===== config.mk =====
export PLATFORM = sky130hd
export DESIGN_NAME = swd_host_transfer_engine_core
export DESIGN_NICKNAME = d
export VERILOG_FILES = /design/src/design/swdhte_pkg.sv /design/src/design/swdhte_cfg_regs.sv /design/src/design/swdhte_in_reg.sv /design/src/design/swdhte_engine.sv /design/src/design/swdhte_out_reg.sv /design/src/design/swd_host_transfer_engine_core.sv
export SDC_FILE = /design/constraint.sdc
export NUM_CORES = 1
export LEC_CHECK = 0
export CAP_MARGIN = 20
export CORE_ASPECT_RATIO = 1.75
export CORE_MARGIN = 3
export CORE_UTILIZATION = 55
export CTS_CLUSTER_SIZE = 25
export DETAILED_ROUTE_END_ITERATION = 10
export DONT_BUFFER_PORTS = 1
export PLACE_DENSITY = 0.81
export SETUP_SLACK_MARGIN = 0.2
export SYNTH_ARGS = -nofsm -noshare
export SYNTH_HDL_FRONTEND = slang
export SYNTH_HIERARCHICAL = 1
export SYNTH_SLANG_ARGS = --single-unit

===== constraint.sdc =====
create_clock -name clk_i -period 5.6 [get_ports clk_i]
set_clock_uncertainty 0.15 [all_clocks]
set_input_delay 1.12 -clock clk_i [delete_from_list [all_inputs] [get_ports clk_i]]
set_output_delay 1.12 -clock clk_i [all_outputs]
set_load 0.01 [all_outputs]

===== src/design/swdhte_pkg.sv =====
// Types, codes and constants of the serial wire debug host transfer engine.
package swdhte_pkg;

  // Data word and its bit index
  localparam int DataBits = 32;
  localparam int DataIdxW = $clog2(DataBits);
  localparam int CntW     = 8;

  // Fixed phase lengths
  localparam logic [CntW-1:0] ReqLen  = CntW'(8);
  localparam logic [CntW-1:0] AckLen  = CntW'(3);
  localparam logic [CntW-1:0] DataLen = CntW'(DataBits + 1);

  // Operation codes
  localparam logic [1:0] OpTick      = 2'd0;
  localparam logic [1:0] OpTransfer  = 2'd1;
  localparam logic [1:0] OpLineReset = 2'd2;

  // Configuration register indexes
  localparam int CfgIdxW  = 2;
  localparam int CfgDataW = 8;
  localparam logic [CfgIdxW-1:0] CfgResetHigh = 2'd0;
  localparam logic [CfgIdxW-1:0] CfgPostIdle  = 2'd1;
  localparam logic [CfgIdxW-1:0] CfgTrailer   = 2'd2;

  // Acknowledge patterns, first sampled bit in bit 0
  localparam logic [2:0] AckOk    = 3'b001;
  localparam logic [2:0] AckWait  = 3'b010;
  localparam logic [2:0] AckFault = 3'b100;

  typedef enum logic [3:0] {
    PhIdle    = 4'd0,
    PhRstHigh = 4'd1,
    PhRstIdle = 4'd2,
    PhReq     = 4'd3,
    PhTrnAck  = 4'd4,
    PhAck     = 4'd5,
    PhTrnW    = 4'd6,
    PhWdata   = 4'd7,
    PhRdata   = 4'd8,
    PhTrnR    = 4'd9,
    PhTrail   = 4'd10
  } phase_e;

  typedef enum logic [2:0] {
    StOk       = 3'd0,
    StWait     = 3'd1,
    StFault    = 3'd2,
    StProtocol = 3'd3,
    StParity   = 3'd4
  } status_e;

  typedef struct packed {
    logic [7:0] reset_high_cycles;
    logic [3:0] post_reset_idle_cycles;
    logic [7:0] trailer_idle_cycles;
  } cfg_t;

  typedef struct packed {
    logic [1:0]          operation;
    logic                is_read;
    logic                access_port;
    logic [1:0]          reg_addr;
    logic [DataBits-1:0] write_data;
    logic                line_in;
  } in_item_t;

  typedef struct packed {
    logic                line_out;
    logic                line_drive;
    logic                ready_res;
    logic                done_res;
    logic [2:0]          status;
    logic [DataBits-1:0] read_data;
  } out_item_t;

endpackage


===== src/design/swdhte_cfg_regs.sv =====
// Configuration registers of the transfer engine.
module swdhte_cfg_regs (
  input  logic                          clk_i,
  input  logic                          rst_ni,
  input  logic                          cfg_valid_i,
  output logic                          cfg_ready_o,
  input  logic [swdhte_pkg::CfgIdxW-1:0]  cfg_index_i,
  input  logic [swdhte_pkg::CfgDataW-1:0] cfg_data_i,
  output swdhte_pkg::cfg_t              cfg_o
);
  import swdhte_pkg::*;

  cfg_t cfg_q, cfg_d;

  // Always able to take a write
  assign cfg_ready_o = 1'b1;

  // Decode the register index
  always_comb begin
    cfg_d = cfg_q;
    if (cfg_valid_i) begin
      case (cfg_index_i)
        CfgResetHigh: cfg_d.reset_high_cycles      = cfg_data_i;
        CfgPostIdle:  cfg_d.post_reset_idle_cycles = cfg_data_i[3:0];
        CfgTrailer:   cfg_d.trailer_idle_cycles    = cfg_data_i;
        default:      cfg_d = cfg_q;
      endcase
    end
  end

  always_ff @(posedge clk_i or negedge rst_ni) begin
    if (!rst_ni) begin
      cfg_q.reset_high_cycles      <= 8'd50;
      cfg_q.post_reset_idle_cycles <= 4'd2;
      cfg_q.trailer_idle_cycles    <= 8'd8;
    end else begin
      cfg_q <= cfg_d;
    end
  end

  assign cfg_o = cfg_q;

endmodule


===== src/design/swdhte_in_reg.sv =====
// Input register stage holding one accepted item.
module swdhte_in_reg (
  input  logic                 clk_i,
  input  logic                 rst_ni,
  input  logic                 valid_i,
  output logic                 stall_o,
  input  swdhte_pkg::in_item_t data_i,
  output logic                 valid_o,
  input  logic                 take_i,
  output swdhte_pkg::in_item_t data_o
);
  import swdhte_pkg::*;

  logic     valid_q, valid_d;
  in_item_t data_q;
  logic     load;

  // Take a new item when empty or when the held item moves on
  assign stall_o = valid_q && !take_i;
  assign load    = valid_i && !stall_o;

  always_comb begin
    valid_d = valid_q;
    if (load) begin
      valid_d = 1'b1;
    end else if (take_i) begin
      valid_d = 1'b0;
    end
  end

  always_ff @(posedge clk_i or negedge rst_ni) begin
    if (!rst_ni) begin
      valid_q <= 1'b0;
    end else begin
      valid_q <= valid_d;
    end
  end

  // Payload carries no reset
  always_ff @(posedge clk_i) begin
    if (load) begin
      data_q <= data_i;
    end
  end

  assign valid_o = valid_q;
  assign data_o  = data_q;

endmodule


===== src/design/swdhte_engine.sv =====
// Protocol state and one-period step logic of the transfer engine.
module swdhte_engine (
  input  logic                  clk_i,
  input  logic                  rst_ni,
  input  logic                  step_i,
  input  swdhte_pkg::in_item_t  item_i,
  input  swdhte_pkg::cfg_t      cfg_i,
  output swdhte_pkg::out_item_t result_o
);
  import swdhte_pkg::*;

  phase_e              phase_q, phase_d;
  logic [CntW-1:0]     cnt_q, cnt_d;
  logic [DataBits-1:0] shift_q, shift_d;
  logic                par_q, par_d;
  logic [2:0]          ack_q, ack_d;
  logic [3:0]          req_q, req_d;
  status_e             st_q, st_d;

  logic                lo, drv, rdy, done;
  logic [CntW-1:0]     cnt_inc;

  // Length of a phase in periods, live configuration
  function automatic logic [CntW-1:0] phase_len(phase_e ph, cfg_t cfg);
    logic [CntW-1:0] len;
    case (ph)
      PhRstHigh: len = cfg.reset_high_cycles;
      PhRstIdle: len = CntW'(cfg.post_reset_idle_cycles);
      PhReq:     len = ReqLen;
      PhAck:     len = AckLen;
      PhWdata:   len = DataLen;
      PhRdata:   len = DataLen;
      PhTrail:   len = cfg.trailer_idle_cycles;
      default:   len = CntW'(1);
    endcase
    return len;
  endfunction

  // Phase that follows a finished one
  function automatic phase_e phase_next(phase_e ph, logic rd, status_e st);
    phase_e nxt;
    case (ph)
      PhRstHigh: nxt = PhRstIdle;
      PhReq:     nxt = PhTrnAck;
      PhTrnAck:  nxt = PhAck;
      PhAck:     nxt = !rd ? PhTrnW : ((st == StOk) ? PhRdata : PhTrnR);
      PhTrnW:    nxt = (st == StOk) ? PhWdata : PhTrail;
      PhWdata:   nxt = PhTrail;
      PhRdata:   nxt = PhTrnR;
      PhTrnR:    nxt = PhTrail;
      default:   nxt = PhIdle;
    endcase
    return nxt;
  endfunction

  // Step over phases configured to zero length
  function automatic phase_e skip_empty(phase_e ph, cfg_t cfg);
    phase_e p;
    p = ph;
    if (p == PhRstHigh && cfg.reset_high_cycles == '0) begin
      p = PhRstIdle;
    end
    if (p == PhRstIdle && cfg.post_reset_idle_cycles == '0) begin
      p = PhIdle;
    end
    if (p == PhTrail && cfg.trailer_idle_cycles == '0) begin
      p = PhIdle;
    end
    return p;
  endfunction

  // Work out one line period
  always_comb begin
    phase_d = phase_q;
    cnt_d   = cnt_q;
    shift_d = shift_q;
    par_d   = par_q;
    ack_d   = ack_q;
    req_d   = req_q;
    st_d    = st_q;
    lo      = 1'b0;
    drv     = 1'b1;
    done    = 1'b0;
    cnt_inc = '0;
    rdy     = (phase_q == PhIdle);

    // Start a new operation when idle
    if (rdy) begin
      if (item_i.operation == OpTransfer) begin
        req_d   = {item_i.reg_addr, item_i.is_read, item_i.access_port};
        shift_d = item_i.write_data;
        par_d   = 1'b0;
        ack_d   = '0;
        st_d    = StOk;
        phase_d = PhReq;
        cnt_d   = '0;
      end else if (item_i.operation == OpLineReset) begin
        req_d   = '0;
        st_d    = StOk;
        phase_d = skip_empty(PhRstHigh, cfg_i);
        cnt_d   = '0;
        if (phase_d == PhIdle) begin
          done = 1'b1;
        end
      end
    end

    if (phase_d != PhIdle) begin
      // Drive or sample the line for this phase
      case (phase_d)
        PhRstHigh: lo = 1'b1;
        PhReq: begin
          case (cnt_d)
            8'd0:    lo = 1'b1;
            8'd1:    lo = req_d[0];
            8'd2:    lo = req_d[1];
            8'd3:    lo = req_d[2];
            8'd4:    lo = req_d[3];
            8'd5:    lo = ^req_d;
            8'd6:    lo = 1'b0;
            default: lo = 1'b1;
          endcase
        end
        PhAck: begin
          drv = 1'b0;
          if (cnt_d < AckLen) begin
            ack_d[cnt_d[1:0]] = ack_d[cnt_d[1:0]] | item_i.line_in;
          end
        end
        PhWdata: begin
          if (cnt_d < CntW'(DataBits)) begin
            lo    = shift_d[cnt_d[DataIdxW-1:0]];
            par_d = par_d ^ lo;
          end else begin
            lo = par_d;
          end
        end
        PhRdata: begin
          drv = 1'b0;
          if (cnt_d < CntW'(DataBits)) begin
            shift_d[cnt_d[DataIdxW-1:0]] = shift_d[cnt_d[DataIdxW-1:0]] | item_i.line_in;
            par_d = par_d ^ item_i.line_in;
          end else if (par_d ^ item_i.line_in) begin
            st_d = StParity;
          end
        end
        PhTrnAck, PhTrnW, PhTrnR: drv = 1'b0;
        default: lo = 1'b0;
      endcase

      // Advance the bit counter and close the phase at its length
      cnt_inc = cnt_d + CntW'(1);
      if (cnt_inc >= phase_len(phase_d, cfg_i)) begin
        if (phase_d == PhAck) begin
          case (ack_d)
            AckOk:    st_d = StOk;
            AckWait:  st_d = StWait;
            AckFault: st_d = StFault;
            default:  st_d = StProtocol;
          endcase
          if (st_d == StOk && req_d[1]) begin
            shift_d = '0;
            par_d   = 1'b0;
          end
        end
        phase_d = skip_empty(phase_next(phase_d, req_d[1], st_d), cfg_i);
        cnt_d   = '0;
        if (phase_d == PhIdle) begin
          done = 1'b1;
        end
      end else begin
        cnt_d = cnt_inc;
      end
    end
  end

  // Assemble the result of this period
  always_comb begin
    result_o            = '0;
    result_o.line_out   = lo;
    result_o.line_drive = drv;
    result_o.ready_res  = rdy;
    result_o.done_res   = done;
    if (done) begin
      result_o.status = st_d;
      if (st_d == StOk && req_d[1]) begin
        result_o.read_data = shift_d;
      end
    end
  end

  always_ff @(posedge clk_i or negedge rst_ni) begin
    if (!rst_ni) begin
      phase_q <= PhIdle;
      cnt_q   <= '0;
      shift_q <= '0;
      par_q   <= 1'b0;
      ack_q   <= '0;
      req_q   <= '0;
      st_q    <= StOk;
    end else if (step_i) begin
      phase_q <= phase_d;
      cnt_q   <= cnt_d;
      shift_q <= shift_d;
      par_q   <= par_d;
      ack_q   <= ack_d;
      req_q   <= req_d;
      st_q    <= st_d;
    end
  end

endmodule


===== src/design/swdhte_out_reg.sv =====
// Result register between the step logic and the output channel.
module swdhte_out_reg (
  input  logic                  clk_i,
  input  logic                  rst_ni,
  input  logic                  valid_i,
  output logic                  ready_o,
  input  swdhte_pkg::out_item_t data_i,
  output logic                  valid_o,
  input  logic                  stall_i,
  output swdhte_pkg::out_item_t data_o
);
  import swdhte_pkg::*;

  logic      valid_q, valid_d;
  out_item_t data_q;
  logic      load;

  // Room when empty or when the held result leaves this cycle
  assign ready_o = !valid_q || !stall_i;
  assign load    = valid_i && ready_o;

  always_comb begin
    valid_d = valid_q;
    if (load) begin
      valid_d = 1'b1;
    end else if (!stall_i) begin
      valid_d = 1'b0;
    end
  end

  always_ff @(posedge clk_i or negedge rst_ni) begin
    if (!rst_ni) begin
      valid_q <= 1'b0;
    end else begin
      valid_q <= valid_d;
    end
  end

  // Hold the result while stalled
  always_ff @(posedge clk_i) begin
    if (load) begin
      data_q <= data_i;
    end
  end

  assign valid_o = valid_q;
  assign data_o  = data_q;

endmodule


===== src/design/swd_host_transfer_engine_core.sv =====
// Top level of the serial wire debug host transfer engine.
//
//  channel  direction  handshake                  payload
//  in       input      in_valid_i / in_stall_o    in_data_i  (one line period)
//  out      output     out_valid_o / out_stall_i  out_data_o (one line result)
//  cfg      input      cfg_valid_i / cfg_ready_o  cfg_index_i, cfg_data_i
//
// One item per clock cycle while the output is not stalled; each item passes
// from input to output through the input register and then the result register.
// The step logic is one pass over the phase state between those registers.
// Reset clears the protocol state and both valid flags, and returns the
// configuration to its default counts.
// A stall on the output holds the result and, once the input register is
// full, stalls the input in the same cycle.
module swd_host_transfer_engine_core (
  input  logic                            clk_i,
  input  logic                            rst_ni,
  input  logic                            in_valid_i,
  output logic                            in_stall_o,
  input  swdhte_pkg::in_item_t            in_data_i,
  output logic                            out_valid_o,
  input  logic                            out_stall_i,
  output swdhte_pkg::out_item_t           out_data_o,
  input  logic                            cfg_valid_i,
  output logic                            cfg_ready_o,
  input  logic [swdhte_pkg::CfgIdxW-1:0]  cfg_index_i,
  input  logic [swdhte_pkg::CfgDataW-1:0] cfg_data_i
);
  import swdhte_pkg::*;

  cfg_t      cfg;
  in_item_t  item;
  out_item_t result;
  logic      item_valid;
  logic      res_ready;
  logic      step;

  // Step the engine when an item sits in the input register and there is room
  assign step = item_valid && res_ready;

  swdhte_cfg_regs u_cfg_regs (
    .clk_i       (clk_i),
    .rst_ni      (rst_ni),
    .cfg_valid_i (cfg_valid_i),
    .cfg_ready_o (cfg_ready_o),
    .cfg_index_i (cfg_index_i),
    .cfg_data_i  (cfg_data_i),
    .cfg_o       (cfg)
  );

  swdhte_in_reg u_in_reg (
    .clk_i   (clk_i),
    .rst_ni  (rst_ni),
    .valid_i (in_valid_i),
    .stall_o (in_stall_o),
    .data_i  (in_data_i),
    .valid_o (item_valid),
    .take_i  (step),
    .data_o  (item)
  );

  swdhte_engine u_engine (
    .clk_i    (clk_i),
    .rst_ni   (rst_ni),
    .step_i   (step),
    .item_i   (item),
    .cfg_i    (cfg),
    .result_o (result)
  );

  swdhte_out_reg u_out_reg (
    .clk_i   (clk_i),
    .rst_ni  (rst_ni),
    .valid_i (item_valid),
    .ready_o (res_ready),
    .data_i  (result),
    .valid_o (out_valid_o),
    .stall_i (out_stall_i),
    .data_o  (out_data_o)
  );

endmodule


# ---- After elaboration in Yosys (flattened, before gate mapping)
# Index checks and enable logic that the tools add are counted.
dict set report word_totals {
  ff_bits 155
  input_bits 54
  output_inout_bits 42
}
dict set report classes {
  add_sub_neg 1
  n_lt_le_gt_ge 7
  n_eq_ne 29
  mux 105
  bitwise 4
  n_reduce_logical 37
}
# op count
set ops {}
lappend ops {{$mux 32} 8}
lappend ops {{$mux 4} 32}
lappend ops {{$mux 3} 20}
lappend ops {{$mux 8} 6}
lappend ops {{$pmux 8 s6} 1}
lappend ops {{$bwmux 32} 1}
lappend ops {{$pmux 4 s7} 1}
lappend ops {{$mux 1} 26}
lappend ops {{$eq 8x3->1 const B} 3}
lappend ops {{$eq 4x4->1 const B} 5}
lappend ops {{$eq 4x2->1 const B} 4}
lappend ops {{$eq 4x3->1 const B} 4}
lappend ops {{$eq 8x2->1 const B} 2}
lappend ops {{$logic_not 4->1} 4}
lappend ops {{$logic_not 8->1} 2}
lappend ops {{$logic_and 1x1->1} 12}
lappend ops {{$logic_not 3->1} 3}
lappend ops {{$add 8x1->8 const B} 1}
lappend ops {{$eq 4x1->1 const B} 2}
lappend ops {{$eq 8x1->1 const B} 1}
lappend ops {{$ge 8x8->1} 1}
lappend ops {{$lt 8x2->1 const B} 1}
lappend ops {{$lt 8x6->1 const B} 1}
lappend ops {{$reduce_and 2->1} 4}
lappend ops {{other kinds (30)} 38}

# ---- Depth between registers and ports, before layout
dict set report depth {
  depth_word 57
  ltp_mapped 23
  depth_no_buf 18
}

# ---- By module
# The synthesis kept the hierarchy.
# mod n_inst cells_each area_per_inst_um2 seq_area_each_um2
set modules_own_cells {}
lappend modules_own_cells {swdhte_engine 1 821 5973.2 1376.3}
lappend modules_own_cells {swdhte_in_reg 1 44 1228.7 1196.1}
lappend modules_own_cells {swdhte_out_reg 1 43 1218.7 1196.1}
lappend modules_own_cells {swdhte_cfg_regs 1 45 780.7 506.7}
lappend modules_own_cells {swd_host_transfer_engine_core 1 1 6.3 0.0}

# ---- Least setup slack after synthesis
# No wires, ideal clock.
dict set report synth_timing {
  path_kind {register -> register}
  start {reg u_engine.phase_q[3]}
  end {reg u_out_reg.data_q (netlist bit u_out_reg/data_o[12]) (data pin)}
  arrival_time_ns 4.484
  required_ns 5.180
  setup_slack_ns 0.696
  stages_incl_launch_ff 21
  n_path_buf 5
  synth_period_minus_slack_ns 4.904
  cell_sequence {dfrtp_1 > or4_4 > buf_6 > nor2_2 > buf_4 > a21o_1 > buf_2 > nand2_1 > nor2_1 > a22oi_1 > or2_2 > ha_1 > o21ai_0 > nor2_1 > a31o_2 > o21ai_0 > mux2i_1 > a21o_1 > clkbuf_1 > clkbuf_1 > nor3_1}
}
dict set report synth_via {
  elab_chain_len 44
  word_cells_on_any_way 104
}
# item line
set synth_rtl {}
lappend synth_rtl {{start: declaration} swdhte_engine.sv:12} ;# phase_e phase_q, phase_d;
lappend synth_rtl {{start signal: assignment} swdhte_engine.sv:194} ;# phase_q <= PhIdle;
lappend synth_rtl {{start signal: assignment} swdhte_engine.sv:202} ;# phase_q <= phase_d;
lappend synth_rtl {{$logic_not 4->1} swdhte_engine.sv:85} ;# rdy = (phase_q == PhIdle);
lappend synth_rtl {{$mux 8} swdhte_engine.sv:88} ;# if (rdy) begin
lappend synth_rtl {{$lt 2x3->1 (not written as such) / $ge 2x1->1 (equally long branches)} swdhte_engine.sv:127} ;# ack_d[cnt_d[1:0]] = ack_d[cnt_d[1:0]] | item_i.line_in;
lappend synth_rtl {{$logic_and 1x1->1 (not written as such)} swdhte_engine.sv:127}
lappend synth_rtl {{$mux 1 (not written as such)} swdhte_engine.sv:127}
lappend synth_rtl {{$demux 1 s2} n/a}
lappend synth_rtl {{$bwmux 3} swdhte_engine.sv:127}
lappend synth_rtl {{$mux 3} swdhte_engine.sv:126} ;# if (cnt_d < AckLen) begin
lappend synth_rtl {{[... 28 more ...]} n/a}
lappend synth_rtl {{$mux 4} swdhte_engine.sv:66} ;# if (p == PhTrail && cfg.trailer_idle_cycles == '0) begin
lappend synth_rtl {{$mux 4} swdhte_engine.sv:153} ;# if (cnt_inc >= phase_len(phase_d, cfg_i)) begin
lappend synth_rtl {{$mux 4} swdhte_engine.sv:108} ;# if (phase_d != PhIdle) begin
lappend synth_rtl {{$logic_not 4->1} swdhte_engine.sv:168} ;# if (phase_d == PhIdle) begin
lappend synth_rtl {{$mux 1} swdhte_engine.sv:168}
lappend synth_rtl {{$mux 1} swdhte_engine.sv:153}
lappend synth_rtl {{$mux 1} swdhte_engine.sv:108}
lappend synth_rtl {{$reduce_and 2->1 (no source line)} n/a}
lappend synth_rtl {{end signal: assignment} swdhte_out_reg.sv:42} ;# data_q <= data_i;
lappend synth_rtl {{end: declaration} swdhte_out_reg.sv:15} ;# out_item_t data_q;
# Several ways; a longest one is shown, not always the timed one. The select of a mux whose other input is x is not followed.
# A chain may end at the register's enable or synchronous reset.

# ---- Worst setup path in the final report
dict set report layout_timing {
  start {reg u_engine.phase_q[3]}
  end {reg u_out_reg.data_q (netlist bit u_out_reg/data_o[16]) (data pin)}
}
# Same word-level chain as after synthesis.

==> impl_metrics.json <==
{
  "p_clk_share_pct": 21.9,
  "synth_nets": 1020,
  "synthTopCellsByCount": "106 x nand2_1, 81 x nor2_1, 78 x edfxtp_1",
  "synth_seq_area_share_pct": 46.4,
  "p_switching_mw": 2.26,
  "core_area_um2": 16400,
  "synth_area_leaders": "edfxtp_1 25%, dfrtp_1 20%, nand2_1 4.3%, nor2_1 3.3%, o21ai_0 3.0%",
  "rsz0062_at_grt": "false",
  "power_mw": 5.28,
  "ant_nets": 0,
  "fin_nets": 1011,
  "grt_max_degree": 78,
  "crit_fanout": 32,
  "synth_area_um2": 9210,
  "drive_gt1_share_pct": 14.6,
  "pwr_density_cell_nw_per_um2": 524,
  "drc": 0,
  "routed_wl_mm": 29.2,
  "status": "complete, no violations",
  "cp.arrival_ns": 5.21,
  "nFillCells": 1439,
  "io_pins": 96,
  "hold_path.class": "in2async",
  "netlist-cell-type-count": 91,
  "dp_cells": 1147,
  "avgSynthCellArea_um2": 9.65,
  "grtUsageTotal_pct": 31.8,
  "syn_to_final_growth_pct": 9.47,
  "seq_area_um2": 4280,
  "cts_hold_buf": 0,
  "finalMaxSlewViolations": 0,
  "grt_first_pass_wirelength_mm": 44.7,
  "die_w_um": 104,
  "first_global_vias": 7948,
  "crit_required_ns": 5.68,
  "fin_setup_tns_ns": 0,
  "seqPwrFrac_pct": 31.7,
  "die_area_um2": 18400,
  "pwr-share-comb_pct": 46.4,
  "synth_edf_count": 78,
  "clk_path_buf_depth": 2,
  "worstMarginPinSlew_ns": 0.843,
  "cts_tree": "built",
  "max_freq_mhz": 195,
  "vias_per_cell": 6.82,
  "die_h_um": 177,
  "clock_latency_ns": 0.44,
  "vias": 8072,
  "critPathLaunchType": "flop",
  "slew_headroom_pct": 43.4,
  "synth_most_common_cell": "nand2_1",
  "drv_cap": 0,
  "period_needed_ns": 5.13,
  "clk_pin_slew_worst_paths_ns": 0.06,
  "wire_per_inst_um": 24.7,
  "place.gp.congestion": 0.967,
  "yosys_warnings": 6,
  "multiInputGateArea_um2": 4510,
  "dr.pass1.iters": 7,
  "fin_crit_sh_pct": 91.7,
  "crit_type": "reg2reg",
  "end_kind": "flop",
  "cts_buffers": 17,
  "ys_ff_latch": 155,
  "final-hold-violation-count": 0,
  "dp.final_hpwl_mm": 21.3,
  "synth_largest_area_cell": "edfxtp_1",
  "instances_no_fill": 1183,
  "antenna_found_initial": 2,
  "portBuffers": 0,
  "syn_inst": 954,
  "setup_viol": 0,
  "start_util_pct": 56.0,
  "ys.flop_type": "edfxtp_1",
  "leakage_nw": 3.69,
  "power.share.switching_pct": 42.9,
  "synth_top_cell_area_share_pct": 25.4,
  "cts_root_buffer": "clkbuf_16",
  "async_flop_share_pct": 49.7,
  "grt_overflow": 0,
  "clkSinkCount": 155,
  "h-tree-depth": 4,
  "drt_iter0_drc": 764,
  "ir_worst_vdd_mv": 0.305,
  "fin_util_pct": 61.3,
  "row_count": 62,
  "p_int_mw": 3.02
}
## logic make-up after synthesis
| family | Yosys count | synth area share (%) |
|---|---|---|
| AND/OR/NAND/NOR | 355 | 19.3 |
| AO/OA/AOI/OAI | 274 | 21.0 |
| flip-flops | 155 | 46.4 |
| buffers and inverters | 100 | 4.74 |
| multiplexers | 42 | 5.41 |
| XOR/XNOR | 15 | 1.43 |
| adder cells (fa/ha/maj) | 12 | 1.63 |
| other | 1 | 0.0407 |
## worst paths after layout
check                                     startpoint  slack [ns]                    to  depth (start not counted)
worst max-delay path             u_engine/phase_q[3]        0.47  u_out_reg/data_o[16]                         17
worst min-delay path                          rst_ni        0.22      u_engine/st_q[2]                          0
worst max register to register   u_engine/phase_q[3]        0.47  u_out_reg/data_o[16]                         17
worst min register to register  u_engine/shift_q[13]        0.33  u_engine/shift_q[13]                          2
max in group asynchronous                     rst_ni        4.88  u_cfg_regs/cfg_o[16]                          0
min in group clk_i              u_engine/shift_q[13]        0.33  u_engine/shift_q[13]                          2
## layer usage
layer  vias up  routed length, um  global-route usage (%)
met2       497              15000                    55.9
met5         -                  0                       0
met3       163               2090                    5.29
li1       3570                  -                       -
met4         0               2560                    26.1
met1      3842               9500                    33.3
## flip-flops by register name, indices dropped and copies added, names as in the netlist
| signal | cells |
|---|---|
| u_engine/req_q | 4 |
| u_cfg_regs/cfg_o | 20 |
| u_out_reg/data_o | 39 |
| u_engine/par_q | 1 |
| u_out_reg/valid_o | 1 |
| u_engine/phase_q | 4 |
| u_engine/ack_q | 3 |
| u_engine/shift_q | 32 |
| u_engine/st_q | 3 |
| u_in_reg/data_o | 39 |
| u_engine/cnt_q | 8 |
| u_in_reg/valid_o | 1 |
## placed cells by master, fill, tap and decap left out, types with 6 or more instances in the layout
cell / instances
a211oi_1: 25
a21o_1: 6
a21oi_1: 45
a221o_1: 8
a22o_1: 10
a22oi_1: 7
a31oi_1: 9
and3_1: 10
buf_4: 42
clkbuf_16: 17
dfrtp_1: 72
edfxtp_1: 78
ha_1: 12
inv_1: 29
mux2_2: 22
mux2i_1: 16
nand2_1: 106
nand2b_1: 9
nand3_1: 39
nand4_1: 10
nor2_1: 80
nor2b_1: 12
nor3_1: 24
nor4_1: 9
o211ai_1: 8
o21a_1: 8
o21ai_0: 55
o21ai_1: 7
o221ai_1: 19
o22ai_1: 7
o31ai_1: 7
or2_2: 12
or3_1: 16
xnor2_1: 10
## critical path: stages (launching register included)
cell and delay (ns):
dfrtp_1 0.39, or4_4 0.57, nor2_2 0.14, a21o_1 0.34
nand2_1 0.18, nor2_1 0.37, a22oi_1 0.15, or2_2 0.29
ha_1 0.26, o21ai_0 0.21, nor2_1 0.08, a31o_2 0.32
o21a_1 0.20, o311a_1 0.13, a221oi_2 0.35, nand4_2 0.14
buf_4 0.28, nor4b_1 0.36
## stage by stage
stage / hold WS, ns / setup slack [ns] / instance area [um^2]
floorplan: 0.294 / 0.696 / 9210
global placement: 0.311 / 0.619 / 9460
detailed placement: 0.317 / 0.469 / 9460
CTS: 0.208 / 0.447 / 10000
global route: 0.206 / 0.217 / 10100
finish: 0.223 / 0.466 / 10100
## layout make-up
cell class,count,area share (%)
diodes,2,0.0497
clock buffers,19,4.29
clock inverters,12,1.50
inverters,30,1.12
multi-input cells,699,44.7
flip-flops and latches,155,42.4
well taps,224,2.78
repair buffers,42,3.13
## power by group through the flow
| stage | clock (mW) | combinational (mW) | sequential, mW |
|---|---|---|---|
| 5_1_grt | 1.22 | 2.63 | 1.70 |
| 4_1_cts | 1.17 | 2.37 | 1.67 |
| 3_5_place_dp | 0 | 2.36 | 1.69 |
| 3_3_place_gp | 0 | 2.32 | 1.68 |
| 2_1_floorplan | 0 | 1.73 | 1.62 |
| 6_report | 1.16 | 2.45 | 1.68 |
## what timing repair did
item	4_1_cts	5_1_grt
endpoints found under the setup margin	0	18
buffers inserted	0	3
gates resized for setup	0	2
(Power assumes the default switching activity.)
